[src/hw/rtl/drmg_pkg.sv]
// Package for the dial region mask generator: shared widths, mode and
// register index codes, packed register layouts and the squared-difference helper.
// No dependencies.
package drmg_pkg;

  localparam int unsigned COORD_BITS_DEF = 12;
  localparam int unsigned CFG_IDX_W      = 3;
  localparam int unsigned CFG_DATA_W     = 64;
  localparam int unsigned FIELD_W        = 16;
  localparam int unsigned RADIUS_BASE_W  = FIELD_W + 1;
  localparam int unsigned DIFF_W         = FIELD_W + 2;
  localparam int unsigned SQ_W           = 2 * FIELD_W;
  localparam int unsigned DIST_W         = SQ_W + 1;

  typedef enum logic [2:0] {
    MODE_FULL         = 3'd0,
    MODE_DISK         = 3'd1,
    MODE_DISK_RECT1   = 3'd2,
    MODE_DISK_RECT2   = 3'd3,
    MODE_DISK_RECT3   = 3'd4,
    MODE_ANNULUS      = 3'd5,
    MODE_ANNULUS_RECT = 3'd6
  } mode_e;

  typedef enum logic [CFG_IDX_W-1:0] {
    REG_MASK_MODE    = 3'd0,
    REG_OUTER_CIRCLE = 3'd1,
    REG_INNER_CIRCLE = 3'd2,
    REG_RECT_FIRST   = 3'd3,
    REG_RECT_SECOND  = 3'd4,
    REG_RECT_THIRD   = 3'd5
  } cfg_idx_e;

  typedef struct packed {
    logic [FIELD_W-1:0] r;
    logic [FIELD_W-1:0] cy;
    logic [FIELD_W-1:0] cx;
  } circle_t;

  typedef struct packed {
    logic [FIELD_W-1:0] y1;
    logic [FIELD_W-1:0] x1;
    logic [FIELD_W-1:0] y0;
    logic [FIELD_W-1:0] x0;
  } box_t;

  // Geometry derived from the registers, as the datapath consumes it.
  typedef struct packed {
    mode_e              mode;
    logic [FIELD_W-1:0] ocx;
    logic [FIELD_W-1:0] ocy;
    logic [FIELD_W-1:0] icx;
    logic [FIELD_W-1:0] icy;
    logic [DIST_W-1:0]  lim_o;
    logic [DIST_W-1:0]  lim_i;
    box_t               b1;
    box_t               b2;
    box_t               b3;
  } geom_t;

  // Squares and rectangle hits of one pixel, handed to the final stage.
  typedef struct packed {
    logic [SQ_W-1:0] sq_ox;
    logic [SQ_W-1:0] sq_oy;
    logic [SQ_W-1:0] sq_ix;
    logic [SQ_W-1:0] sq_iy;
    logic            hit_b1;
    logic            hit_b2;
    logic            hit_b3;
    logic            hit_s1;
  } sq_word_t;

  function automatic logic signed [DIFF_W-1:0] sext_field(logic [FIELD_W-1:0] v);
    return $signed({{(DIFF_W-FIELD_W){v[FIELD_W-1]}}, v});
  endfunction

  function automatic logic [SQ_W-1:0] sq_diff(logic signed [DIFF_W-1:0] a,
                                              logic signed [DIFF_W-1:0] b);
    logic signed [DIFF_W-1:0]   d;
    logic signed [2*DIFF_W-1:0] p;
    d = a - b;
    p = d * d;
    return p[SQ_W-1:0];
  endfunction

endpackage

[src/hw/rtl/drmg_cfg.sv]
// Configuration registers of the dial region mask generator and the geometry
// derived from them (circle order, squared radius limits). Depends on drmg_pkg.
module drmg_cfg import drmg_pkg::*; (
  input  logic                  clk_i,
  input  logic                  rst_ni,
  input  logic                  cfg_valid_i,
  output logic                  cfg_ready_o,
  input  logic [CFG_IDX_W-1:0]  cfg_index_i,
  input  logic [CFG_DATA_W-1:0] cfg_data_i,
  output geom_t                 geom_o
);

  mode_e           mode_q;
  circle_t         outer_q;
  circle_t         inner_q;
  box_t            rect1_q;
  box_t            rect2_q;
  box_t            rect3_q;
  geom_t           geom_d;
  geom_t           geom_q;

  circle_t                  co;
  circle_t                  ci;
  logic                     swap;
  logic                     strict;
  logic [RADIUS_BASE_W-1:0] base_o;
  logic [RADIUS_BASE_W-1:0] base_i;
  logic [2*RADIUS_BASE_W-1:0] prod_o;
  logic [2*RADIUS_BASE_W-1:0] prod_i;

  assign cfg_ready_o = 1'b1;

  always_ff @(posedge clk_i or negedge rst_ni) begin
    if (!rst_ni) begin
      mode_q  <= MODE_FULL;
      outer_q <= '0;
      inner_q <= '0;
      rect1_q <= '0;
      rect2_q <= '0;
      rect3_q <= '0;
    end else if (cfg_valid_i && cfg_ready_o) begin
      unique case (cfg_index_i)
        REG_MASK_MODE:    mode_q  <= mode_e'(cfg_data_i[2:0]);
        REG_OUTER_CIRCLE: outer_q <= circle_t'(cfg_data_i[$bits(circle_t)-1:0]);
        REG_INNER_CIRCLE: inner_q <= circle_t'(cfg_data_i[$bits(circle_t)-1:0]);
        REG_RECT_FIRST:   rect1_q <= box_t'(cfg_data_i);
        REG_RECT_SECOND:  rect2_q <= box_t'(cfg_data_i);
        REG_RECT_THIRD:   rect3_q <= box_t'(cfg_data_i);
        default: ;
      endcase
    end
  end

  // In the annulus modes the larger circle is the outer one. The strict
  // annulus mode compares against r*r outside and (r+1)^2 inside.
  always_comb begin
    swap   = (mode_q == MODE_ANNULUS || mode_q == MODE_ANNULUS_RECT) &&
             (outer_q.r < inner_q.r);
    strict = (mode_q == MODE_ANNULUS_RECT);
    co     = swap ? inner_q : outer_q;
    ci     = swap ? outer_q : inner_q;
    base_o = strict ? {1'b0, co.r} : ({1'b0, co.r} + RADIUS_BASE_W'(1));
    base_i = strict ? ({1'b0, ci.r} + RADIUS_BASE_W'(1)) : {1'b0, ci.r};
    prod_o = base_o * base_o;
    prod_i = base_i * base_i;

    geom_d       = geom_q;
    geom_d.mode  = mode_q;
    geom_d.ocx   = co.cx;
    geom_d.ocy   = co.cy;
    geom_d.icx   = ci.cx;
    geom_d.icy   = ci.cy;
    geom_d.lim_o = prod_o[DIST_W-1:0];
    geom_d.lim_i = prod_i[DIST_W-1:0];
    geom_d.b1    = rect1_q;
    geom_d.b2    = rect2_q;
    geom_d.b3    = rect3_q;
  end

  always_ff @(posedge clk_i or negedge rst_ni) begin
    if (!rst_ni) begin
      geom_q <= '0;
    end else begin
      geom_q <= geom_d;
    end
  end

  assign geom_o = geom_q;

endmodule

[src/hw/rtl/drmg_front.sv]
// Input register and first datapath stage: squared coordinate differences to
// both circle centers and rectangle membership flags. Depends on drmg_pkg.
module drmg_front import drmg_pkg::*; #(
  parameter int unsigned COORD_BITS = COORD_BITS_DEF
) (
  input  logic                  clk_i,
  input  logic                  in_load_i,
  input  logic [COORD_BITS-1:0] pixel_x_i,
  input  logic [COORD_BITS-1:0] pixel_y_i,
  input  logic                  sq_load_i,
  input  geom_t                 geom_i,
  output sq_word_t              sq_o
);

  logic [COORD_BITS-1:0]    x_q;
  logic [COORD_BITS-1:0]    y_q;
  logic signed [DIFF_W-1:0] xs;
  logic signed [DIFF_W-1:0] ys;
  sq_word_t                 sq_d;
  sq_word_t                 sq_q;

  always_ff @(posedge clk_i) begin
    if (in_load_i) begin
      x_q <= pixel_x_i;
      y_q <= pixel_y_i;
    end
  end

  always_comb begin
    xs = $signed({{(DIFF_W-COORD_BITS){1'b0}}, x_q});
    ys = $signed({{(DIFF_W-COORD_BITS){1'b0}}, y_q});

    sq_d.sq_ox = sq_diff(xs, sext_field(geom_i.ocx));
    sq_d.sq_oy = sq_diff(ys, sext_field(geom_i.ocy));
    sq_d.sq_ix = sq_diff(xs, sext_field(geom_i.icx));
    sq_d.sq_iy = sq_diff(ys, sext_field(geom_i.icy));

    sq_d.hit_b1 = xs >= sext_field(geom_i.b1.x0) && xs <= sext_field(geom_i.b1.x1) &&
                  ys >= sext_field(geom_i.b1.y0) && ys <= sext_field(geom_i.b1.y1);
    sq_d.hit_b2 = xs >= sext_field(geom_i.b2.x0) && xs <= sext_field(geom_i.b2.x1) &&
                  ys >= sext_field(geom_i.b2.y0) && ys <= sext_field(geom_i.b2.y1);
    sq_d.hit_b3 = xs >= sext_field(geom_i.b3.x0) && xs <= sext_field(geom_i.b3.x1) &&
                  ys >= sext_field(geom_i.b3.y0) && ys <= sext_field(geom_i.b3.y1);
    sq_d.hit_s1 = xs > sext_field(geom_i.b1.x0) && xs < sext_field(geom_i.b1.x1) &&
                  ys > sext_field(geom_i.b1.y0) && ys < sext_field(geom_i.b1.y1);
  end

  always_ff @(posedge clk_i) begin
    if (sq_load_i) begin
      sq_q <= sq_d;
    end
  end

  assign sq_o = sq_q;

endmodule

[src/hw/rtl/drmg_decide.sv]
// Final stage: sums squared distances, compares them with the radius limits
// and applies the mask mode into the result register. Depends on drmg_pkg.
module drmg_decide import drmg_pkg::*; (
  input  logic     clk_i,
  input  logic     res_load_i,
  input  sq_word_t sq_i,
  input  geom_t    geom_i,
  output logic     in_region_o
);

  logic [DIST_W-1:0] dist_o;
  logic [DIST_W-1:0] dist_i;
  logic              in_outer;
  logic              out_inner;
  logic              keep_d;
  logic              keep_q;

  always_comb begin
    dist_o    = {1'b0, sq_i.sq_ox} + {1'b0, sq_i.sq_oy};
    dist_i    = {1'b0, sq_i.sq_ix} + {1'b0, sq_i.sq_iy};
    in_outer  = dist_o < geom_i.lim_o;
    out_inner = dist_i >= geom_i.lim_i;

    unique case (geom_i.mode)
      MODE_FULL:         keep_d = 1'b1;
      MODE_DISK:         keep_d = in_outer;
      MODE_DISK_RECT1:   keep_d = in_outer && !sq_i.hit_b1;
      MODE_DISK_RECT2:   keep_d = in_outer && !sq_i.hit_b1 && !sq_i.hit_b2;
      MODE_DISK_RECT3:   keep_d = in_outer && !sq_i.hit_b1 && !sq_i.hit_b2 &&
                                  !sq_i.hit_b3;
      MODE_ANNULUS:      keep_d = in_outer && out_inner;
      MODE_ANNULUS_RECT: keep_d = in_outer && out_inner && !sq_i.hit_s1;
      default:           keep_d = 1'b1;
    endcase
  end

  always_ff @(posedge clk_i) begin
    if (res_load_i) begin
      keep_q <= keep_d;
    end
  end

  assign in_region_o = keep_q;

endmodule

[src/hw/rtl/dial_region_mask_generator_unit.sv]
// Top level of the dial region mask generator: pipeline control and the
// three datapath parts. Depends on drmg_pkg, drmg_cfg, drmg_front, drmg_decide.
//
//   channel  | direction | handshake              | word
//   ---------+-----------+------------------------+-----------------------------
//   in       | input     | in_valid_i/in_stall_o  | pixel_x_i, pixel_y_i
//   out      | output    | out_valid_o/out_stall_i| in_region_o
//   cfg      | input     | cfg_valid_i/cfg_ready_o| cfg_index_i, cfg_data_i
//
// One word is accepted every cycle while in_stall_o is low.
// The stages are the input register, the squares register and the result register.
// The configuration port is always ready; derived geometry is registered after a write.
// Reset clears the configuration and all stage valid flags; data registers are not reset.
// A stall on the output only backs up the input once all three stages are full.
module dial_region_mask_generator_unit import drmg_pkg::*; #(
  parameter int unsigned COORD_BITS = COORD_BITS_DEF
) (
  input  logic                  clk_i,
  input  logic                  rst_ni,
  input  logic                  in_valid_i,
  output logic                  in_stall_o,
  input  logic [COORD_BITS-1:0] pixel_x_i,
  input  logic [COORD_BITS-1:0] pixel_y_i,
  output logic                  out_valid_o,
  input  logic                  out_stall_i,
  output logic                  in_region_o,
  input  logic                  cfg_valid_i,
  output logic                  cfg_ready_o,
  input  logic [CFG_IDX_W-1:0]  cfg_index_i,
  input  logic [CFG_DATA_W-1:0] cfg_data_i
);

  geom_t    geom;
  sq_word_t sq;
  logic     v1_q, v2_q, v3_q;
  logic     rdy1, rdy2, rdy3;

  always_comb begin
    rdy3 = !v3_q || !out_stall_i;
    rdy2 = !v2_q || rdy3;
    rdy1 = !v1_q || rdy2;
  end

  assign in_stall_o  = !rdy1;
  assign out_valid_o = v3_q;

  always_ff @(posedge clk_i or negedge rst_ni) begin
    if (!rst_ni) begin
      v1_q <= 1'b0;
      v2_q <= 1'b0;
      v3_q <= 1'b0;
    end else begin
      if (rdy1) begin
        v1_q <= in_valid_i;
      end
      if (rdy2) begin
        v2_q <= v1_q;
      end
      if (rdy3) begin
        v3_q <= v2_q;
      end
    end
  end

  drmg_cfg u_cfg (
    .clk_i       (clk_i),
    .rst_ni      (rst_ni),
    .cfg_valid_i (cfg_valid_i),
    .cfg_ready_o (cfg_ready_o),
    .cfg_index_i (cfg_index_i),
    .cfg_data_i  (cfg_data_i),
    .geom_o      (geom)
  );

  drmg_front #(
    .COORD_BITS (COORD_BITS)
  ) u_front (
    .clk_i     (clk_i),
    .in_load_i (in_valid_i && rdy1),
    .pixel_x_i (pixel_x_i),
    .pixel_y_i (pixel_y_i),
    .sq_load_i (v1_q && rdy2),
    .geom_i    (geom),
    .sq_o      (sq)
  );

  drmg_decide u_decide (
    .clk_i       (clk_i),
    .res_load_i  (v2_q && rdy3),
    .sq_i        (sq),
    .geom_i      (geom),
    .in_region_o (in_region_o)
  );

endmodule

[config.mk]
export PLATFORM = sky130hd
export DESIGN_NAME = dial_region_mask_generator_unit
export DESIGN_NICKNAME = d
export VERILOG_FILES = /design/src/hw/rtl/drmg_pkg.sv /design/src/hw/rtl/drmg_cfg.sv /design/src/hw/rtl/drmg_front.sv /design/src/hw/rtl/drmg_decide.sv /design/src/hw/rtl/dial_region_mask_generator_unit.sv
export SDC_FILE = /design/constraint.sdc
export NUM_CORES = 2
export LEC_CHECK = 0
export BUFFER_PORTS_ARGS = -buffer_cell sky130_fd_sc_hd__buf_2
export CAP_MARGIN = 15
export CORE_ASPECT_RATIO = 0.7
export CORE_UTILIZATION = 61
export CTS_BUF_LIST = sky130_fd_sc_hd__clkbuf_8
export DETAILED_ROUTE_END_ITERATION = 16
export PLACE_DENSITY = 0.89
export SKIP_CTS_REPAIR_TIMING = 1
export SYNTH_ARGS = -nofsm -noshare
export SYNTH_HDL_FRONTEND = slang
export SYNTH_SLANG_ARGS = --single-unit
[constraint.sdc]
create_clock -name clk_i -period 8.4 [get_ports clk_i]
set_clock_uncertainty 0.15 [all_clocks]
set_input_delay 0.84 -clock clk_i [delete_from_list [all_inputs] [get_ports clk_i]]
set_output_delay 0.84 -clock clk_i [all_outputs]
set_load 0.01 [all_outputs]
======== Yosys cells after proc, flatten, opt, wreduce, memory -nomap -nowiden ========
Cells that the tools add are included.
operators by class
  $add $sub $neg .......................... 8
  $mul .................................... 6
  order comparisons ....................... 19
  eq/ne operators ......................... 13
  mux-type cells .......................... 5
  reduce and logical (&&, ||, !) cells .... 41
operator list
  operator                                                         count
  17-bit by 17-bit multiplier with 32-bit output                   4
  13-bit by 16-bit greater-or-equal comparator with 1-bit output   6
  13-bit by 16-bit <= comparator with 1-bit output                 6
  48-bit two-way mux                                               2
  13-bit by 16-bit subtractor with 17-bit output                   4
  32-bit by 32-bit adder with 33-bit output                        2
  17-bit by 17-bit multiplier with 33-bit output                   2
  16-bit by 1-bit adder with 17-bit output, second input constant  2
  17-bit two-way mux                                               2
  33-bit greater-or-equal comparator                               1
  33-bit less-than comparator                                      1
  13-bit by 16-bit > comparator with 1-bit output                  2
  13-bit by 16-bit less-than comparator with 1-bit output          2
  3-bit == test, second input constant                             7
  1-bit logical AND                                                21
  16-bit less-than comparator                                      1
  3-bit by 2-bit == test with 1-bit output, second input constant  4
  2-bit AND reduction                                              6
  1-bit zero test                                                  9
  3-bit by 1-bit == test with 1-bit output, second input constant  2
  1-bit one-hot mux with 6 select lines                            1
  1-bit logical OR                                                 4
  3-bit zero test                                                  1
word-level totals
  bits in registers ....................... 776
  input port bits ......................... 96
  output and inout bits ................... 4
  logic and storage cells ................. 144

======== Depth between registers and ports, before layout ========
  depth after elaboration ................. 7
  gate-level depth with buffers ........... 45
  depth with buffers taken out ............ 41

======== Hierarchy ========
A second synthesis with hierarchy kept.
second synthesis, totals
  cell total of the unflattened synthesis .. 8950
  area, all modules ....................... 90196.5 um^2
by module, submodules not included
  module                           instances  cells each  area an instance (um^2)  seq. area each (um^2)
  drmg_front                       1          5086        47478.0                  4564.4
  drmg_cfg                         1          3186        37739.9                  15364.7
  drmg_decide                      1          666         4847.1                   30.0
  dial_region_mask_generator_unit  1          12          131.4                    75.1

======== Worst setup path after synthesis ========
Ideal clock, no wire load.
  path type ............................... reg-to-reg
  start point ............................. register u_cfg.inner_q[43] (netlist name)
  end point ............................... register u_cfg.geom_q, in the netlist u_cfg.geom_o[257]
  library setup time ...................... 0.125 ns
  arrival time ............................ 8.809 ns
  required time ........................... 8.125 ns
  slack ................................... -0.685 ns
  stages on the path, launching flop included .. 40
  buffers on the path ..................... 4
  clock period less this slack ............ 9.085 ns
  cells stage by stage .................... dfrtp_1 -> clkinv_1 -> ha_1 -> nand4_1 -> a211oi_1 -> o21a_4 -> buf_6 -> nor2_8 -> buf_4 -> mux2i_1 -> inv_1 -> ha_1 -> and2_1 -> clkbuf_1 -> nand2_1 -> nor2_1 -> nand2_1 -> xnor2_1 -> [... 4 more ...] -> fa_1 -> fa_1 -> inv_1 -> fa_1 -> fa_1 -> inv_1 -> fa_1 -> inv_1 -> ha_1 -> nand3_1 -> a2111oi_0 -> nor3_1 -> o21ai_0 -> a211o_1 -> nand2_1 -> o21ai_0 -> a21oi_1 -> xnor2_1
RTL lines
  element                 RTL line        source
  start, declared         drmg_cfg.sv:15  circle_t inner_q;
  start signal, assigned  drmg_cfg.sv:45  REG_INNER_CIRCLE: inner_q <= circle_t'(cfg_data_i[$bits(circle_t)-1:0]);
  end signal, assigned    drmg_cfg.sv:84  geom_q <= geom_d;
  end, declared           drmg_cfg.sv:20  geom_t geom_q;

==> results by group <==
Synthesis
  – Post-Synth XOR/XNOR Area: 0.0398
  – EDFF count, synth: 153
  – Synth cell count leaders: 2,007 x inv_1, 1,416 x fa_1, 855 x ha_1
  – Cells after synthesis: 8,826
  – #FFs+latches synth: 770
  – Largest family of logic cells by synthesized area: adder cells
  – Largest area contributor in the netlist: fa_1
  – Cell Area, Synth: 88,900 µm²
  – Multiplexer area fraction after synthesis: 0.0372
  – Main synth FF type: dfrtp_1
  – Top-count cell post-synth: inv_1
  – Syn. warnings: 0
  – Compound-Gate Fraction of Synth Area: 0.0670
  – Top cell type's share of synthesized area: 0.319
  – Sequential share of the synthesized area: 0.225
  – Yosys cell types: 103
  – Top post-synthesis cells by area: fa_1 32%, dfrtp_1 17%, ha_1 12%
  – Avg Cell Area, Syn: 10.1 µm²
  – Simple-Gate Fraction of Synth Area: 0.0951
  – Post-synth ARST share: 0.801
  – Post-Synth Adder-Cell Area: 0.439

Place
  – HPWL after DPL: 209 mm
  – Gp weighted congestion: 1.03
  – I/O Buffers: 98

Floorplan
  – Initial core utilization: 0.618
  – FP Rows: 116
  – Die H: 321 µm
  – Die area: 147,000 µm²
  – CORE AREA: 144,000 µm²
  – Ports: 100
  – Chip Width: 458 µm

Min path
  – Hold_sp: pixel_x_i[10]
  – Hold endpoint: u_front.x_q[10]
  – Worst min path class: input pin to flop
  – Hold path depth: 1

Worst setup path
  – Flop2flop setup slack: -210 ps
  – Crit. End Element: flop
  – Critical path's most frequent cell: fa_1
  – Worst r2r src: u_front.x_q[1]
  – Critical path class: flop to flop
  – Reg2reg end: u_front.sq_o[67]
  – Arrival @ worst endpoint: 9090 ps
  – Crit. Startpoint: u_front.x_q[1]
  – Critical Path Max Stage Delay: 580 ps
  – FF-to-FF path depth: 33
  – Worst-path fanout max: 7
  – Startpoint types: flop
  – Slowest cell on crit path: fa_1
  – Required @ worst endpoint: 8890 ps

Global route
  – Grt peak-use layer: met2
  – Initial antenna violation count: 20
  – First-pass GRT wire length: 399 mm
  – GRT Util Overall: 0.354
  – Met3 Use GR: 0.126
  – Vias in the first global route: 71,700
  – Largest net degree at the start of global routing: 192
  – Gr ovfl total: 0
  – M1 GR Usage: 0.488
  – Met2 Use GR: 0.524

Clock network
  – Worst-Skew Late Latency: 910 ps
  – Clock Sinks: 770
  – TritonCTS buffer count: 118
  – Clock transition at path regs: 70 ps
  – CTS max path bufs: 3
  – CTS H-tree depth: 3
  – Root Buffer: clkbuf_8
  – CTS tree: yes

Layout
  – Area grow syn2layout: 15.5%
  – Layout cells sized above 1: 0.198
  – Final #Nets: 12,000

Route
  – Wire per inst: 22.5 µm
  – Drt first-iter violations: 7,073
  – DRT antenna net count: 0
  – Vias: 67,900
  – Total wire length: 264 mm
  – First drt pass iteration count: 8
  – Via density: 5.79
  – DRC viols: 0

Run status
  – Failing checks: setup timing
  – Status: finished, violations left

Timing
  – Final Max Tran Viols: 0
  – Final setup vio count: 22
  – Final TNS setup: -1880 ps
  – Final Hold Viols: 0
  – Least-Margin Pin Slew: 1140 ps
  – Max Freq: 116 MHz
  – RSZ-0062 raised after global routing: yes
  – Slew HR: 0.237
  – Fin crit period: 8610 ps
  – Final worst path period share: 1.02
  – Final worst setup slack: -206 ps

Flow run
  – Max_cap viols: 0
## worst max path at each step
stage / endpoint / slack [ps] / cells past startpoint
final: u_front.sq_o[67] / -210 / 33
after detailed placement: u_front.sq_o[34] / -360 / 37
after global routing: u_front.sq_o[35] / -430 / 35
after CTS: u_front.sq_o[34] / -490 / 37
after global placement: u_cfg.geom_o[224] / -130 / 36
after floorplan: u_cfg.geom_o[224] / -50 / 37
## layout make-up
cell class              instances  area, µm²
diodes                         12       30.0
clock inverters                75        743
clock buffers                 144       1980
flip-flops and latches        770      20000
multi-input cells            5823      62600
fillers                      9481      41100
repair buffers                914       7070
well taps                    1947       2440
inverters                    2054       7770
## worst max-delay path, delay by kind of cell, from the launching register on
kind / cells / cell delay [ps]
DFF: 1 / 400
adders and majority gates: 8 / 3720
AOI/OAI and AO/OA: 9 / 1680
and+or+nand+nor: 7 / 1130
buffers and inverters: 8 / 1160
xor gates and xnor gates: 1 / 80
## sequential cells by signal (all words and copies together) (netlist names), 3 cells and up
name and cells:
u_front.y_q 12, u_cfg.geom_o 323, u_cfg.mode_q 3, u_cfg.outer_q 48, u_front.sq_o 128, u_cfg.geom_d 192, u_cfg.inner_q 48, u_front.x_q 12
## cells by family after synthesis
logic type | Yosys count
AND/OR/NAND/NOR | 1930
other | 2
flip-flops | 770
XOR/XNOR | 389
buffers and inverters | 2256
AO/OA/AOI/OAI | 914
adder cells (fa/ha/maj) | 2271
multiplexers | 294
## per-stage QoR
| step | util | cells | worst slack (ps) | hold WS, ps | instance area (µm²) |
|---|---|---|---|---|---|
| floorplan | - | 8849 | -52.3 | 199 | 89300 |
| global placement | 0.673 | 11400 | -132 | 203 | 96800 |
| detailed placement | 0.673 | 11400 | -355 | 206 | 96800 |
| CTS | 0.692 | 11600 | -494 | -184 | 99500 |
| global route | 0.714 | 11700 | -429 | -5.97 | 103000 |
| finish | 0.714 | 11700 | -206 | 6.58 | 103000 |
## metal layers
layer,vias up,part of all wire
met5,-,0.00035
met4,14,0.041
met3,849,0.13
met2,4078,0.43
met1,34000,0.39
li1,29000,-
## placed cells by master, fill, tap and decap left out, types with 63 or more instances in the layout
cell type / synthesis / layout
xnor2_1: 278 / 266
o21ai_0: 164 / 131
fa_1: 1416 / 1376
inv_2: 27 / 93
a21o_1: 141 / 141
inv_1: 2007 / 1961
nand2b_1: 63 / 63
o21a_1: 78 / 77
nor2_1: 645 / 592
ha_1: 855 / 805
mux2_2: 279 / 278
buf_4: 9 / 742
xor2_1: 98 / 95
and2_1: 71 / 65
buf_2: 45 / 97
nand2_1: 785 / 743
dfrtp_1: 617 / 617
edfxtp_1: 153 / 153
a21oi_1: 281 / 222
clkbuf_8: 0 / 144
Power is left out: the tool's default activity adds up to more than one toggle a clock period on the data nets, which glitch-free logic cannot reach.
